## config.mk

```make
export PLATFORM = sky130hd
export DESIGN_NAME = thmhe_div
export DESIGN_NICKNAME = d
export VERILOG_FILES = /design/src/sv/thmhe_div.sv
export SDC_FILE = /design/constraint.sdc
export NUM_CORES = 1
export LEC_CHECK = 0
export BUFFER_PORTS_ARGS = -buffer_cell sky130_fd_sc_hd__buf_2
export CAP_MARGIN = 20
export CELL_PAD_IN_SITES_DETAIL_PLACEMENT = 0
export CELL_PAD_IN_SITES_GLOBAL_PLACEMENT = 1
export CORE_ASPECT_RATIO = 0.9
export CORE_MARGIN = 5
export CORE_UTILIZATION = 46
export CTS_CLUSTER_SIZE = 28
export DETAILED_ROUTE_END_ITERATION = 7
export PLACE_DENSITY = 0.89
export SYNTH_ARGS = -nofsm -noshare
export SYNTH_HDL_FRONTEND = slang
export SYNTH_SLANG_ARGS = --single-unit
```

## constraint.sdc

```tcl
create_clock -name clock -period 4.8 [get_ports clock]
set_input_delay 0.96 -clock clock [delete_from_list [all_inputs] [get_ports clock]]
set_output_delay 0.96 -clock clock [all_outputs]
set_load 0.01 [all_outputs]
```

## src/sv/thmhe_div.sv

```systemverilog
// ---------------------------------------------------------------------------
// thmhe_div: bit-serial restoring divider
// One quotient bit per cycle; the quotient must fit in QW bits.
// ---------------------------------------------------------------------------
module thmhe_div #(
   parameter int NUMW = 50,
   parameter int DW   = 23,
   parameter int QW   = 25
) (
   input  logic            clock,
   input  logic            reset,
   input  logic            start,
   input  logic [NUMW-1:0] num,
   input  logic [DW-1:0]   den,
   output logic            done,
   output logic [QW-1:0]   quot
);

   localparam int CW = $clog2(QW + 1);

   logic [DW-1:0] rem_ff,  rem_in;
   logic [DW-1:0] den_ff,  den_in;
   logic [QW-1:0] low_ff,  low_in;   // numerator low bits out, quotient bits in
   logic [CW-1:0] cnt_ff,  cnt_in;
   logic          run_ff,  run_in;
   logic          done_ff, done_in;
   logic [DW:0]   trial;
   logic [DW:0]   diff;

   assign trial = {rem_ff, low_ff[QW-1]};
   assign diff  = trial - {1'b0, den_ff};

   always_comb begin
      rem_in  = rem_ff;
      den_in  = den_ff;
      low_in  = low_ff;
      cnt_in  = cnt_ff;
      run_in  = run_ff;
      done_in = 1'b0;
      if (start) begin
         rem_in = num[QW+DW-1:QW];
         low_in = num[QW-1:0];
         den_in = den;
         cnt_in = CW'(QW);
         run_in = 1'b1;
      end else if (run_ff) begin
         if (!diff[DW]) begin
            rem_in = diff[DW-1:0];
            low_in = {low_ff[QW-2:0], 1'b1};
         end else begin
            rem_in = trial[DW-1:0];
            low_in = {low_ff[QW-2:0], 1'b0};
         end
         cnt_in = cnt_ff - 1'b1;
         if (cnt_ff == CW'(1)) begin
            run_in  = 1'b0;
            done_in = 1'b1;
         end
      end
   end

   always_ff @(posedge clock) begin
      if (reset) begin
         run_ff  <= 1'b0;
         done_ff <= 1'b0;
      end else begin
         run_ff  <= run_in;
         done_ff <= done_in;
      end
      rem_ff <= rem_in;
      den_ff <= den_in;
      low_ff <= low_in;
      cnt_ff <= cnt_in;
   end

   assign done = done_ff;
   assign quot = low_ff;

endmodule

```

After elaboration in Yosys (flattened, before gate mapping)
Index checks and enable logic that the tools add are counted.
{"block": "classes", "addsub": 2, "eq_ne": 1, "bitwise_logic": 1, "mux": 10, "reduce_logical": 2}
{"op": "$mux W23", "n": 3}
{"op": "$mux W25", "n": 2}
{"op": "$sub A24 B23 Y24", "n": 1}
{"op": "$eq A5 B1 Y1 const B", "n": 1}
{"op": "$mux W1", "n": 5}
{"op": "$sub A5 B1 Y5 const B", "n": 1}
{"op": "$reduce_or A3 Y1", "n": 1}
{"op": "$reduce_bool A2 Y1", "n": 1}
{"op": "$not A1 Y1", "n": 1}
{"block": "totals", "reg_bits": 78, "output_inout_bits": 26, "in_bits": 76, "word_cells": 22}

Longest topological paths before layout
{"block": "depth", "word_depth": 4, "ltp_mapped": 13, "ltp_nobuf": 13}

Least setup slack after synthesis
No wires, ideal clock.
{"block": "synth_timing", "kind": "register to register", "start": "register rem_ff[3]", "end": "register rem_ff[15] (data pin)", "path_stages_with_launch": 11, "synth_period_minus_slack_ns": 3.242, "arrival_ns": 2.982, "setup_ns": 0.260, "setup_slack_ns": 1.558, "n_path_buf": 0, "t_required_ns": 4.540, "path_cell_list": "edfxtp_1 > ha_1 > a211oi_2 > o211ai_1 > o21a_1 > o41a_4 > a21oi_2 > o31ai_1 > a311oi_4 > mux2_2 > mux2_2"}
{"block": "synth_via", "elab_chain_cells": 4}
{"element": "start: declaration", "line": "21", "source": "logic [DW-1:0] rem_ff, rem_in;"}
{"element": "start signal: assignment", "line": "70", "source": "rem_ff <= rem_in;"}
{"element": "$sub A24 B23 Y24", "line": "31", "source": "assign diff = trial - {1'b0, den_ff};"}
{"element": "$mux W23", "line": "47", "source": "if (!diff[DW]) begin"}
{"element": "$mux W23", "line": "46", "source": "end else if (run_ff) begin"}
{"element": "$mux W23", "line": "40", "source": "if (start) begin"}
{"element": "via rem_in[15]", "line": "21"}
The timed path passes the listed nets, and every way through them passes these cells. The select of a mux whose other input is x is not followed.
A chain may end at the register's enable or synchronous reset.

Final worst setup path
{"block": "layout_timing", "start": "register rem_ff[3]", "end": "register rem_ff[11] (data pin)"}
Same word-level chain as after synthesis.

==> metrics.md <==
| Metric | Value |
|---|---|
| Outcome | completed |
| Initial antenna violation count | 0 |
| CP Max Fanout | 13 |
| Reg area | 2270 µm² |
| Largest net degree at the start of global routing | 74 |
| Synth Register Bits | roughly 80 |
| Endpoint, Worst Hold | cnt_ff[1] |
| Total GRT Usage | 0.173 |
| Die H | 104 µm |
| R2R Path Start | rem_ff[3] |
| Reg2reg path depth | 11 |
| DIE AREA | 11,900 µm² |
| Peak VDD IR | 0.229 mV |
| Syn Inst Count | approximately 390 |
| Hold Path Origin | cnt_ff[1] |
| Die width | about 110 µm |
| Postcts setup bufs | 0 |
| Syn_area_per_cell | 11.7 µm² |
| Final hold viol count | 0 |
| Finished Layout Cells | 617 |
| First-pass DRT Iterations | 4 |
| RSZ-0062 raised after global routing | no |
| Clock buffer count from CTS | 9 |
| Nets | 588 |
| Initial Util | 0.468 |
| Tcrit/Tclk final | 0.797 |
| Worst-case clock skew | 10.1 ps |
| Hold-fix buffers, CTS | 0 |
| Synthesis warning total | 0 |
| Violation count after the first detailed-route iteration | 127 |
| # port buffers | a little under 100 |
| Setup TNS | 0 ps |
| HP Class | reg -> reg |
| Launch point of the worst path | rem_ff[3] |
| CP Launch Type | flip-flop |
| Clock buffer depth | 2 |
| Most frequent cells in the layout | buf_2 (98), edfxtp_1 (71), inv_1 (33), nand2_1 (33), mux2_2 (32) |
| DRC Markers | 0 |
| Final HPWL DP | 7.28 mm |
| Area growth syn-to-layout | 18.8% |
| H-tree level count | 3 |
| Commonest non-fill, non-tap cell in the layout | buf_2 |
| Sequential cell area fraction in the yosys report | 0.505 |
| Filler cells | 911 |
| # setup viols final | 0 |
| Fraction of layout cells with a size suffix above 1 | 0.320 |
| Arr. time, crit path | 3920 ps |
| R2R Setup Slk | 980 ps |
| Synth top area cells | edfxtp_1 (47%), mux2_2 (8.0%), ha_1 (7.0%), mux2i_1 (3.6%), dfxtp_1 (3.1%) |
| Slew margin rel. | 0.461 |
| Ant diodes | 0 |
| Final Slew Violations | 0 |
| Min cycle time layout | 3820 ps |
| Rows | 34 |
| Post-Syn Nets | between 400 and 500 |
| DR vias | 3,276 |
| Maxcap violations | 0 |
| Synth Flop Type | edfxtp_1 |
| First-pass GRT wire length | 16.3 mm |
| Yosys top cell area share | 0.474 |
| CTS Sinks | 78 |
| Cells after DPL | about 600 |
| Post-DRT Antenna Nets | 0 |
| Fmax achieved | 262 MHz |
| Boundary Pins | a little over 100 |
| Vias per cell | around 5.3 |
| Hold path cells | 2 |
| Cell accounting for the most synthesized area | edfxtp_1 |
| Static Leak | approximately 2.4 nW |
| Latest clock arrival within the worst-skew pair | 350 ps |
| Vias in the first global route | ~3,300 |
| CTS tree | done |
| CTS Root Cell | clkbuf_8 |
| Clock slew seen by the registers of the worst setup and hold paths | 80 ps |
| Number of flops mapped to enable cells by yosys | 71 |
| R2R Path End | rem_ff[11] |
| Area of the core | approximately 9600 µm² |
| Total global routing overflow | 0 |
| Synth cell types | 53 |
| FFs w/ async S/R, synth | 0 |
| Critical Setup Path Class | reg -> reg |
| Slowest stage delay, CP | 760 ps |
| WL/cell | 16.0 µm |
| Crit-path cells | ha_1, a211oi_2, o211ai_1, o21a_1, o41a_4, a21oi_2, o31ai_1, a311oi_4, buf_4, nor3b_1, a221o_1 |
| Area of the mapped netlist | 4500 µm² |
| Multi-input logic area | about 2000 µm² |
| Final Wtd Congestion | 0.853 |
| PwrDens | 508 nW/µm² |
| Worst Tran Pin Value | approximately 800 ps |
| DRT Wirelength | 9.88 mm |
| Post-CTS resize count | 0 |
| Critical path's slowest cell | a311oi_4 |
| Critical Path RT | 4900 ps |
| Setup crit end kind | flip-flop |
## cells in the mapped netlist (2+ instances only)
library cell / number
a21o_1: 13
a21oi_1: 20
a221o_1: 3
a31oi_1: 2
and2_1: 2
and3_1: 2
buf_1: 2
clkbuf_1: 9
dfxtp_1: 7
edfxtp_1: 71
ha_1: 25
inv_1: 33
mux2_2: 32
mux2i_1: 16
nand2_1: 33
nand2b_1: 3
nand3_1: 7
nand4_1: 3
nor2_1: 12
nor2b_1: 3
nor3_1: 4
nor3b_1: 3
nor4b_1: 3
o211ai_1: 2
o21a_1: 3
o21ai_0: 15
o21ai_1: 8
o21bai_1: 2
o31ai_1: 2
xnor2_1: 13
xor2_1: 11
## routing by layer
metal | vias up | track usage | wire length, µm
li1 | 1618 | - | -
met2 | 116 | 0.263 | 4450
met3 | 6 | 0.0764 | 931
met1 | 1536 | 0.222 | 4420
met4 | 0 | 0.0509 | 85
met5 | - | 0 | 0
## per-stage QoR
stage	cell area (µm²)	util	total power, mW	setup slack (ps)	hold WS, ps
5_1_grt	5350	0.556	2.91	756	542
2_1_floorplan	4500	-	1.91	1560	462
6_report	5350	0.556	2.71	977	517
3_3_place_gp	5100	0.531	2.13	1050	480
4_1_cts	5350	0.556	2.74	935	521
3_5_place_dp	5120	0.533	2.17	971	498
## where the power goes
group          total (mW)  internal, mW  switching [mW]
clock network       0.559         0.308           0.251
logic                1.19         0.560           0.626
registers           0.969         0.900          0.0692
## worst max-delay path, delay by kind of cell, from the launching register on
family | cells | cell delay, ps
flops | 1 | 410
fa+ha+maj | 1 | 400
simple gates | 1 | 70
buf+inv | 1 | 330
compound gates | 8 | 2360
## registers in the layout (all words and copies together), names as in the netlist
register / count
quot: 25
run_ff: 1
den_ff: 23
rem_ff: 23
cnt_ff: 5
done: 1
## how the worst max path moves through the flow
stage | end | slack [ps] | cells past startpoint
3_3_place_gp | rem_ff[11] | 1050 | 11
3_5_place_dp | rem_ff[11] | 970 | 11
6_report | rem_ff[11] | 980 | 11
4_1_cts | rem_ff[11] | 940 | 11
2_1_floorplan | rem_ff[15] | 1560 | 10
5_1_grt | rem_ff[11] | 760 | 11
## cell type report
class | count | share of cell area
Timing Repair Buffer | 103 | 0.101
Multi-Input combinational cell | 261 | 0.379
Clock buffer | 11 | 0.0265
Sequential cell | 78 | 0.425
Tap cell | 126 | 0.0295
Clock inverter | 5 | 0.0154
Inverter | 33 | 0.0232
## logic make-up (layout without fill, tap and decap cells)
group,after synthesis,count (layout),synth area share
compound gates,83,83,0.126
simple gates,80,80,0.0882
flops,78,78,0.505
mux,48,48,0.116
buf+inv,47,152,0.0442
fa+ha+maj,26,26,0.0740
xor+xnor,24,24,0.0467
Note: power is estimated with default switching activity, not from simulation.
