**config.mk**
```make
export PLATFORM = sky130hd
export DESIGN_NAME = thmhe_mac
export DESIGN_NICKNAME = d
export VERILOG_FILES = /design/src/sv/thmhe_pkg.sv /design/src/sv/thmhe_mac.sv
export SDC_FILE = /design/constraint.sdc
export NUM_CORES = 1
export LEC_CHECK = 0
export BUFFER_PORTS_ARGS = -buffer_cell sky130_fd_sc_hd__buf_2
export CORE_MARGIN = 2
export CORE_UTILIZATION = 60
export CTS_BUF_LIST = sky130_fd_sc_hd__clkbuf_8
export CTS_CLUSTER_SIZE = 8
export DETAILED_ROUTE_END_ITERATION = 10
export PLACE_DENSITY = 0.78
export SYNTH_ARGS = -nofsm -noshare
export SYNTH_HDL_FRONTEND = slang
export SYNTH_SLANG_ARGS = --single-unit
export TNS_END_PERCENT = 1
```
**constraint.sdc**
```tcl
create_clock -name clock -period 22.5 [get_ports clock]
set_input_delay 0 -clock clock [delete_from_list [all_inputs] [get_ports clock]]
set_output_delay 0 -clock clock [all_outputs]
set_load 0.03 [all_outputs]
```
**src/sv/thmhe_pkg.sv**
```systemverilog
// ---------------------------------------------------------------------------
// thmhe_pkg: shared types and constants
// Word formats, status and kind codes, CSR indexes, MAC control bundle.
// ---------------------------------------------------------------------------
package thmhe_pkg;

   localparam int COORD_BITS  = 10;
   localparam int SAMPLE_BITS = 16;
   localparam int ERR_BITS    = 24;
   localparam int CSR_BITS    = 11;

   localparam logic KIND_WRITE = 1'b0;
   localparam logic KIND_QUERY = 1'b1;

   localparam logic CSR_MAP_WIDTH  = 1'b0;
   localparam logic CSR_MAP_HEIGHT = 1'b1;

   localparam logic [CSR_BITS-1:0] MAP_SIDE_RESET = 11'd1024;

   typedef enum logic [1:0] {
      STATUS_OK         = 2'd0,
      STATUS_DEGENERATE = 2'd1,
      STATUS_OUTSIDE    = 2'd2
   } status_type;

   typedef struct packed {
      logic                   kind;
      logic [COORD_BITS-1:0]  write_x;
      logic [COORD_BITS-1:0]  write_y;
      logic [SAMPLE_BITS-1:0] height;
      logic [COORD_BITS-1:0]  vertex0_x;
      logic [COORD_BITS-1:0]  vertex0_y;
      logic [COORD_BITS-1:0]  vertex1_x;
      logic [COORD_BITS-1:0]  vertex1_y;
      logic [COORD_BITS-1:0]  vertex2_x;
      logic [COORD_BITS-1:0]  vertex2_y;
   } req_word_type;

   typedef struct packed {
      logic [COORD_BITS-1:0] best_x;
      logic [COORD_BITS-1:0] best_y;
      logic [ERR_BITS-1:0]   error_q8;
      status_type            status;
   } rsp_word_type;

   // control of the shared multiply-accumulate unit
   typedef struct packed {
      logic en;
      logic clr;
      logic sub;
   } mac_ctl_type;

endpackage

```
**src/sv/thmhe_mac.sv**
```systemverilog
// ---------------------------------------------------------------------------
// thmhe_mac: shared signed multiply-accumulate unit
// acc <= (clr ? 0 : acc) +/- a * b, one product per cycle while ctl.en is high.
// ---------------------------------------------------------------------------
module thmhe_mac #(
   parameter int OAW  = 17,
   parameter int OBW  = 23,
   parameter int ACCW = 42
) (
   input  logic                    clock,
   input  thmhe_pkg::mac_ctl_type  ctl,
   input  logic signed [OAW-1:0]   op_a,
   input  logic signed [OBW-1:0]   op_b,
   output logic signed [ACCW-1:0]  acc
);

   logic signed [OAW+OBW-1:0] prod;
   logic signed [ACCW-1:0]    prod_x;
   logic signed [ACCW-1:0]    base;
   logic signed [ACCW-1:0]    acc_ff;
   logic signed [ACCW-1:0]    acc_in;

   assign prod   = op_a * op_b;
   assign prod_x = ACCW'(prod);
   assign base   = ctl.clr ? '0 : acc_ff;
   assign acc_in = ctl.sub ? (base - prod_x) : (base + prod_x);

   always_ff @(posedge clock) begin
      if (ctl.en) begin
         acc_ff <= acc_in;
      end
   end

   assign acc = acc_ff;

endmodule

```
After elaboration in Yosys (flattened, before gate mapping) --
Index checks and enable logic that the tools add are counted.
Storage, ports and cells: register bits 42, output and inout bits 42, input port bits 44, logic and storage cells 6
Cells by class: $mul 1, multiplexer cells 2, add/subtract/negate cells 2
Operators by type and width (number):
- two-way mux 42 bit | 2
- adder 42 x 40 -> 42 bit | 1
- subtractor 42 x 40 -> 42 bit | 1
- multiplier 17 x 23 -> 40 bit | 1

Depth between registers and ports, before layout --
depth in word-level cells 3, gate-level depth with buffers 38, gate-level depth less buffers 37

Least setup slack after synthesis --
No wires, ideal clock.
path type input to register, from input op_b[15], to register acc_ff[40] (netlist: acc[40]), data pin, setup slack 13.531 ns, path buffers 3, required time 22.305 ns, data arrival time 8.774 ns, library setup time 0.195 ns, stages on the path 37, path through clkbuf_1 > clkbuf_1 > nand2_1 > fa_1 > fa_1 > fa_1 > inv_1 > fa_1 > fa_1 > inv_1 > fa_1 > inv_1 > ha_1 > clkbuf_2 > a21o_2 > a31o_2 > a21oi_1 > nor2b_1 > a311oi_1 > xnor2_1 > or4b_1 > or2b_2 > nor3_1 > nor2_1 > xnor2_1 > ha_1 > a21o_1 > a21o_1 > a21o_1 > a21o_1 > a21oi_1 > nor4bb_1 > o31a_1 > a2bb2oi_1 > o21ai_0 > a2111o_1 > o311ai_0
On the way: word-level cells in the longest chain between the ends 3
RTL lines:
- start: declaration | line thmhe_mac.sv:13 | input logic signed [OBW-1:0] op_b,
- multiplier 17 x 23 -> 40 bit * | line thmhe_mac.sv:23 | assign prod = op_a * op_b;
- adder 42 x 40 -> 42 bit or subtractor 42 x 40 -> 42 bit (tied branches) | line thmhe_mac.sv:26 | assign acc_in = ctl.sub ? (base - prod_x) : (base + prod_x);
- two-way mux 42 bit * | line thmhe_mac.sv:26
- net acc_in[40] | line thmhe_mac.sv:21 | logic signed [ACCW-1:0] acc_in;
- end signal: assignment | line thmhe_mac.sv:30 | acc_ff <= acc_in;
- end: declaration | line thmhe_mac.sv:20 | logic signed [ACCW-1:0] acc_ff;
The timed path passes the listed nets; every way through them passes the cells marked *. A chain may end at the register's enable or synchronous reset.

Worst setup path after layout --
from input op_a[16], to register acc_ff[40] (netlist: acc[40]), data pin
On the way: word-level cells in the longest chain between the ends 3
RTL lines:
- start: declaration | line thmhe_mac.sv:12 | input logic signed [OAW-1:0] op_a,
- multiplier 17 x 23 -> 40 bit * | line thmhe_mac.sv:23
- adder 42 x 40 -> 42 bit or subtractor 42 x 40 -> 42 bit (tied branches) | line thmhe_mac.sv:26
- two-way mux 42 bit * | line thmhe_mac.sv:26
- net acc_in[40] | line thmhe_mac.sv:21
Marks and branches as above.

==> impl.org <==
** Floorplanning
- Top Ports :: 86
- The core region is 30700 sq um.
- Initial Utilization :: 0.613
- Site Rows :: 64
- In this run the horizontal extent of the chip is 181 um.
- The die covers 32800 sq um.
- Die Y :: 181 um

** Synth
- Number of flops mapped to enable cells by yosys :: 42
- Mean instance size in the synthesized netlist :: 8.96 sq um
- Synthesized instance count :: 2103
- Syn Std Cell Area :: 18800 sq um
- Cell type contributing the most total cell area after synthesis :: sky130_fd_sc_hd__fa_1
- For this run, the register share of the synthesized area comes to 0.0669.
- For this run, the leading register cell type out of synthesis is sky130_fd_sc_hd__edfxtp_1.
- Count of cell types in the netlist :: 82
- By count the netlist is led by 432 x sky130_fd_sc_hd__inv_1, 387 x sky130_fd_sc_hd__fa_1, 242 x sky130_fd_sc_hd__nand2_1.
- Leading cell types by total area after synthesis :: sky130_fd_sc_hd__fa_1 41%, sky130_fd_sc_hd__ha_1 9.2%, sky130_fd_sc_hd__inv_1 8.6%, sky130_fd_sc_hd__edfxtp_1 6.7%, sky130_fd_sc_hd__and2_1 5.7%
- Share of synthesized registers carrying an async set or reset :: 0
- Most frequent cell after synthesis :: sky130_fd_sc_hd__inv_1
- Counting flops and latches in the post-synthesis netlist gives 42.
- Yosys warning total :: 0
- Area share of the largest cell type after synthesis :: 0.411
- The number of nets in the synthesized netlist is 2673.

** Setup path
- The worst register-to-register path has a setup slack of 18490 ps.
- The worst setup path is captured at a flop.
- Counting stages on the worst path, the most repeated cell is sky130_fd_sc_hd__fa_1.
- Maximum single-stage delay on the critical path :: 520 ps
- Among all stages on the critical path, the largest delay is contributed by sky130_fd_sc_hd__clkinv_1.
- The worst setup path is launched from a primary input.
- Required time at the worst-slack endpoint :: 22620 ps
- The critical path in this run is classified as primary input to flop.
- Data on the critical path arrives at its endpoint at 9890 ps.
- Worst-path maximum fanout :: 17

** Final layout
- Share of final-layout standard cells stronger than drive strength 1 :: 0.0585
- Flip-flop count of the largest register after layout :: 42
- Largest registers :: acc (42)
- The register with the most flip-flops in the final layout is acc.
- Count of antenna diodes in the layout :: 0
- For this run, the number of standard cells in the final layout without fillers is 2517.
- In the final design database the tool counted 2691 nets.
- Area Overhead vs Synth :: 3.59%
- The finished cells cover 19500 sq um.

** Route
- Post-DR vias/cell :: 5.78
- First drt pass iteration count :: 6
- Summing over every cut layer, the via total after detailed routing is 14550.
- Routed len/inst :: 17.5 um
- After the first detailed-routing iteration, the DRC count stood at 850.
- Wires add up to 44.0 mm.
- Post-route DRC :: 0
- Antenna-violating nets left :: 0

** Clock tree
- The tree is rooted in a sky130_fd_sc_hd__clkbuf_8.
- For this design, the sink count on the clock tree is 42.
- Clock Pin Slew Worst Setup and Hold Paths :: 90 ps
- After clock tree synthesis, the setup repair step added 0 buffers.
- TritonCTS built the clock tree.
- The later pin in the worst-skew pair is clocked with a latency of 310 ps.
- For this design, the CTS-stage hold fixing added 0 buffers.
- Total clock buffers created by CTS :: 5
- H-tree levels :: 2
- Resized cells post-CTS :: 0
- The clock passes through at most 2 buffers.

** Global routing
- Combined global-route utilization of all metal layers :: 0.277
- Via count of the first global-routing pass :: 15644
- Total overflow reported by the global router :: 0
- Wire length of the first global-routing pass :: 73.9 mm
- Maximum number of pins on one net before global-route repair :: 43
- The number of antenna violations at the first check in global routing is 0.

** Placement
- After detailed placement, the design holds a cell count of 2510.
- Routability congestion estimate from global placement :: 0.851
- At the placement stage, the worst setup path has a slack of 12540 ps.
- Final HPWL DP :: 36.5 mm
- I/O Buffers :: 85
- Post-detailed-placement cell area :: 19400 sq um

** Timing
- The smallest clock period supported by the final layout is computed as 9770 ps.
- The number of pins exceeding their max-slew limit in the final report is 0.
- Setup repair after global routing left no endpoint under its margin.
- The final-report hold violation count is 0.
- Clock Skew :: 5.55 ps
- At the pin with the least slew margin, the transition time is 1060 ps.
- Setup slack closes at 12730 ps.
- Timing would allow up to 102 MHz.
- Of the available clock period, the critical path in the final layout requires 0.434.
- The worst pin sits at a relative slew slack of 0.292.
- Number of setup violations in the final report :: 0
- Post-route setup TNS :: 0 ps

** Job
- Maximum Capacitance Violations :: 0

** Run status
- The run finished with clean final reports.

** Worst hold path
- The worst hold path belongs to the class primary input to flop.
worst paths after layout:
path | start | depth (start not counted) | to
worst max register to register | acc[0]$_DFFE_PP_ | 15 | acc[40]$_DFFE_PP_
worst min register to register | acc[0]$_DFFE_PP_ | 3 | acc[0]$_DFFE_PP_
worst min-delay path | ctl[2] | 1 | acc[39]$_DFFE_PP_
worst max-delay path | op_a[16] | 34 | acc[40]$_DFFE_PP_
per-layer routing:
metal  GRT usage  part of all wire  up-vias  wire length, um
met4       0.120             0.047        0             2080
met2       0.505              0.53      482            23100
li1            -                 -     6538                -
met5           0                 0        -                0
met3      0.0282             0.047      141             2060
met1       0.334              0.38     7389            16700
worst max-delay path: cells and delay by family:
kind,cells,cell delay [ps]
fa+ha+maj,8,3620
compound gates,12,2730
buf+inv,4,840
xor+xnor,2,470
simple gates,8,2200
layout by cell type, fill, tap and decap left out, types with 8 or more instances in the layout:
master,instances
sky130_fd_sc_hd__inv_1,432
sky130_fd_sc_hd__o31ai_1,9
sky130_fd_sc_hd__xor2_1,39
sky130_fd_sc_hd__buf_2,85
sky130_fd_sc_hd__nor2_1,67
sky130_fd_sc_hd__fa_1,387
sky130_fd_sc_hd__nand2_1,242
sky130_fd_sc_hd__xnor2_1,75
sky130_fd_sc_hd__nand4_1,13
sky130_fd_sc_hd__o21a_1,13
sky130_fd_sc_hd__nor2b_1,49
sky130_fd_sc_hd__ha_1,139
sky130_fd_sc_hd__o21ai_0,39
sky130_fd_sc_hd__and2_1,172
sky130_fd_sc_hd__nand3_1,17
sky130_fd_sc_hd__a21o_1,47
sky130_fd_sc_hd__o21bai_1,8
sky130_fd_sc_hd__nor3_1,24
sky130_fd_sc_hd__and3_1,8
sky130_fd_sc_hd__a211oi_1,10
sky130_fd_sc_hd__edfxtp_1,42
sky130_fd_sc_hd__a31oi_1,17
sky130_fd_sc_hd__nand2b_1,19
sky130_fd_sc_hd__a21oi_1,61
logic make-up after synthesis:
family,Yosys count,share of synthesized area
flip-flops,42,0.0669
multiplexers,3,0.00166
buffers and inverters,507,0.104
adder cells (fa/ha/maj),526,0.503
AND/OR/NAND/NOR,657,0.179
XOR/XNOR,115,0.0539
AO/OA/AOI/OAI,253,0.0910
per-stage QoR:
stage	util	hold WS [ps]
6_report	0.635	430
5_1_grt	0.635	467
4_1_cts	0.635	442
3_5_place_dp	0.632	501
3_3_place_gp	0.632	503
2_1_floorplan	-	112
final cells by class:
type | instances | area [sq um]
multi-input cells | 1554 | 15600
fillers | 2670 | 11200
inverters | 433 | 1630
flip-flops and latches | 42 | 1260
well taps | 396 | 495
repair buffers | 85 | 425
clock buffers | 5 | 68.8
clock inverters | 2 | 15.0
Power is left out: the tool's default activity adds up to more than one toggle a clock period on the data nets, which glitch-free logic cannot reach.
